## src/sv/gkg_mul.sv

```systemverilog
// Shared 32x32 unsigned multiplier with a registered product.
// Depends on nothing; instantiated by gaussian_kernel_generator.
module gkg_mul (
	input  logic        clk,
	input  logic [31:0] a,
	input  logic [31:0] b,
	output logic [63:0] p
);

	logic [63:0] p_q;

	always_ff @(posedge clk) begin
		p_q <= 64'(a) * 64'(b);
	end

	assign p = p_q;

endmodule

```

## config.mk

```make
export PLATFORM = sky130hd
export DESIGN_NAME = gkg_mul
export DESIGN_NICKNAME = d
export VERILOG_FILES = /design/src/sv/gkg_mul.sv
export SDC_FILE = /design/constraint.sdc
export NUM_CORES = 2
export LEC_CHECK = 0
export BUFFER_PORTS_ARGS = -buffer_cell sky130_fd_sc_hd__buf_2
export CAP_MARGIN = 10
export CORE_ASPECT_RATIO = 1.5
export CORE_MARGIN = 5
export CORE_UTILIZATION = 45
export DETAILED_ROUTE_END_ITERATION = 16
export GPL_TIMING_DRIVEN = 0
export RECOVER_POWER = 100
export SYNTH_ARGS = -nofsm -noshare
export SYNTH_HDL_FRONTEND = slang
export SYNTH_SLANG_ARGS = --single-unit
```

## constraint.sdc

```tcl
create_clock -name clk -period 12.3 [get_ports clk]
set_input_delay 1.845 -clock clk [delete_from_list [all_inputs] [get_ports clk]]
set_output_delay 1.845 -clock clk [all_outputs]
set_load 0.005 [all_outputs]
```

Word level (Yosys, flattened, before mapping)
Index checks and enable logic that the tools add are counted.

operators by class
  add/sub/neg operators = 0
  multipliers = 1
  divide/modulo/power cells = 0
  magnitude comparators = 0
  equality and inequality tests = 0
  shift operators = 0
  mux-type cells = 0
  bitwise logic cells = 0
  reductions and logical operators = 0

operator list
  operator                      count
  multiplier 32 x 32 -> 64 bit  1

storage, ports and cells
  register bits = 64
  latch bits = 0
  memory bits (writable) = 0
  memory bits (read-only) = 0
  input port bits = 65
  output and inout bits = 64
  word-level logic and storage cells = 2
  memories kept = 0

Logic depth before layout (Yosys ltp)
  word-level depth = 1
  depth in mapped cells = 29
  depth with buffers taken out = 27

Worst setup path after synthesis
Ideal clock, no wire load.

  path kind = input port to flip-flop
  start = input port a[25]
  end = register p_q[62] (netlist: p[62])
  arrival time = 8.526 ns
  data required time = 12.228 ns
  slack = 3.702 ns
  stages on the path = 25
  path buffers = 2
  path through = clkbuf_1 nand2_1 fa_1 inv_1 fa_1 inv_1 fa_1 inv_1 fa_1 fa_1 fa_1 fa_1 inv_1 fa_1 inv_1 ha_1 buf_2 nand4_1 or4_1 or3_1 a31oi_1 a31o_2 a211oi_1 o21ai_1 xor2_1

between the ends
  cells in the longest elaborated chain, start to end = 1

ends and longest elaborated chain
  item                          line  text
  start: declaration            5     input logic [31:0] a,
  multiplier 32 x 32 -> 64 bit  13    p_q <= 64'(a) * 64'(b);
  end signal: assignment        13
  end: declaration              10    logic [63:0] p_q;

No other way between the ends.

Worst setup path in the final report
  start = input port b[7]
  end = register p_q[63] (netlist: p[63])

between the ends
  cells in the longest elaborated chain, start to end = 1

ends and longest elaborated chain
  item                          line  text
  start: declaration            6     input logic [31:0] b,
  multiplier 32 x 32 -> 64 bit  13

No other way between the ends.

==> reports/metrics.csv <==
stage,metric,value,unit
status,failing checks,"max-capacitance violations, max-slew violations",
timing,Final setup viols,0,
route,Iteration-0 DRC Markers,1861,
grt,initial antenna violation count,7,
route,drt drc,0,
critical_path,slowest CP cell,clkbuf_1,
timing,Pins Over Slew Limit,4,
yosys,Main synth FF type,dfxtp_1,
timing,Rel. slew slack,-0.171,
floorplanning,Die W,237,um
yosys,yosys warns,0,
critical_path,CP most frequent cell,fa_1,
timing,Setup TNS,0,ns
clocking,CTS tree,built,
yosys,synthesized area per cell,9.25,um2
timing,final hold vios,0,
yosys,synth top area cells,"fa_1, and2_1, ha_1",
yosys,Post-synth EDFFs,0,
status,status,"finished, violations left",
critical_path,Critical Path RT,12.62,ns
place,port bufs,128,
critical_path,Worst setup EP type,flop,
grt,global route total overflow,0,
route,drt total wl,137,mm
place,GP Congestion,1.05,
worst_hold_path,Worst Hold Class,in2reg,
timing,crit path time final,11.19,ns
yosys,net count after synthesis,4972,
route,remaining antenna violation count,0,
clocking,total CTS buffers,9,
grt,number of global-route vias before repair,29700,
clocking,H-tree levels,3,
finish,layout cell share with drive strength beyond 1,0.0301,
route,DR vias/cell,5.53,
clocking,Post-CTS Hold Buffers,0,
finish,post-layout util,0.481,
grt,global-route wire length before repair,197,mm
critical_path,critical path startpoint category,input port,
timing,fmax,89.4,MHz
yosys,Mapped Cells,3748,
timing,Slew @ Worst Pin,1.71,ns
finish,max reg flops,64,
yosys,ys async rst share,0,
clocking,postcts setup bufs,0,
floorplanning,# IOs,129,
critical_path,crit path buf inv count,7,
route,via count,27100,
floorplanning,row cnt,124,
grt,largest net degree at the start of global routing,11,
yosys,library cells used by synthesis,57,
floorplanning,Core Region,0.0763,mm2
floorplanning,Initial Utilization,0.454,
timing,RSZ-0062 raised after global routing,false,
route,1st-pass router iterations,5,
finish,fill count,7625,
grt,GRT Total Usage,0.334,
route,drt wl/cell,28.0,um
clocking,deepest clock path buffer count,2,
flow_run,Max Cap Viol,1,
floorplanning,chip height,350,um
finish,final-stage net count,5111,
yosys,post-synth top area share,0.517,
critical_path,arrival time at the worst endpoint,11.51,ns
yosys,largest area contributor in the netlist,fa_1,
finish,Area growth syn-to-layout,5.98,%
critical_path,critical path class,in2reg,
critical_path,"slowest stage delay, CP",0.81,ns
timing,Final Cycle Share,0.910,
yosys,sequential share of the synthesized area,0.0369,
clocking,clock root cell,clkbuf_16,
critical_path,crit-path max FO,10,
yosys,#FFs+latches synth,64,
clocking,Worst-path clk slew,0.06,ns
yosys,"Cell Area, Synth",0.0347,mm2
place,half-perimeter wire length after placement,118,mm
critical_path,cell family with most CP delay,adder cells,
clocking,Num Clock Sinks,64,
clocking,CTS resizes,0,
floorplanning,die area,0.0828,mm2
-- metrics by stage --
step | hold slack [ns] | cell area [um2] | worst slack [ns] | std cells
5_1_grt | 1.83 | 36700 | 1.01 | 4900
3_3_place_gp | 2.21 | 36600 | 1.76 | 4884
6_report | 1.84 | 36700 | 1.11 | 4905
4_1_cts | 1.81 | 36900 | 2.13 | 4900
3_5_place_dp | 2.22 | 36600 | 1.74 | 4884
2_1_floorplan | 1.97 | 34700 | 3.70 | 3748
-- synth_stat cells (all sizes together), types with 3 or more instances --
master,count
or3,3
a221oi,4
xnor2,35
o21bai,11
nor2,20
o21a,9
or4,3
nand2,480
a21oi,66
o21ai,26
fa,896
and4,3
inv,865
nor3,7
o221ai,3
ha,263
dfxtp,64
a221o,4
and3,14
a211oi,3
a31oi,12
a21boi,3
o31ai,5
buf,7
a21o,40
clkbuf,213
and2,602
xor2,25
or2,3
nand4,23
nand3,10
-- layout by cell type, fill, tap and decap left out, types with 12 or more instances in the layout --
master      n
fa_1      896
inv_1     865
and2_1    595
nand2_1   480
ha_1      263
clkbuf_1  252
buf_2      95
a21oi_1    65
dfxtp_1    64
a21o_1     40
xnor2_1    35
xor2_1     25
o21ai_0    24
nand4_1    23
nor2_1     20
and3_1     14
a31oi_1    12
-- final cells by class --
type / instances / area [um2] / share of cell area
diodes: 5 / 12.5 / 0.000340
plain buffers: 220 / 832 / 0.0226
clock buffers: 13 / 260 / 0.00708
clock inverters: 3 / 40.0 / 0.00109
inverters: 865 / 3250 / 0.0884
multi-input cells: 2599 / 29200 / 0.795
flip-flops and latches: 64 / 1280 / 0.0349
well taps: 1008 / 1260 / 0.0343
repair buffers: 128 / 593 / 0.0161
-- routing by layer --
metal,GRT usage,vias to the layer above,routed length [um]
met5,0,-,9
met4,0.337,2,19200
met2,0.583,1362,67900
met3,0.0420,601,7740
met1,0.336,14000,42300
li1,-,11100,-
-- final timing paths --
path	from	endpoint	depth (start not counted)
max	b[7]	p[63]	26
min	b[0]	p[0]	2
-- cell families after synthesis --
logic type | count (synthesis) | synth area share
adder cells (fa/ha/maj) | 1159 | 0.612
buffers and inverters | 1085 | 0.118
AO/OA/AOI/OAI | 202 | 0.0415
multiplexers | 1 | 0.000289
AND/OR/NAND/NOR | 1177 | 0.176
XOR/XNOR | 60 | 0.0152
flip-flops | 64 | 0.0369
Power is left out: the tool's default activity adds up to more than one toggle a clock period on the data nets, which glitch-free logic cannot reach.
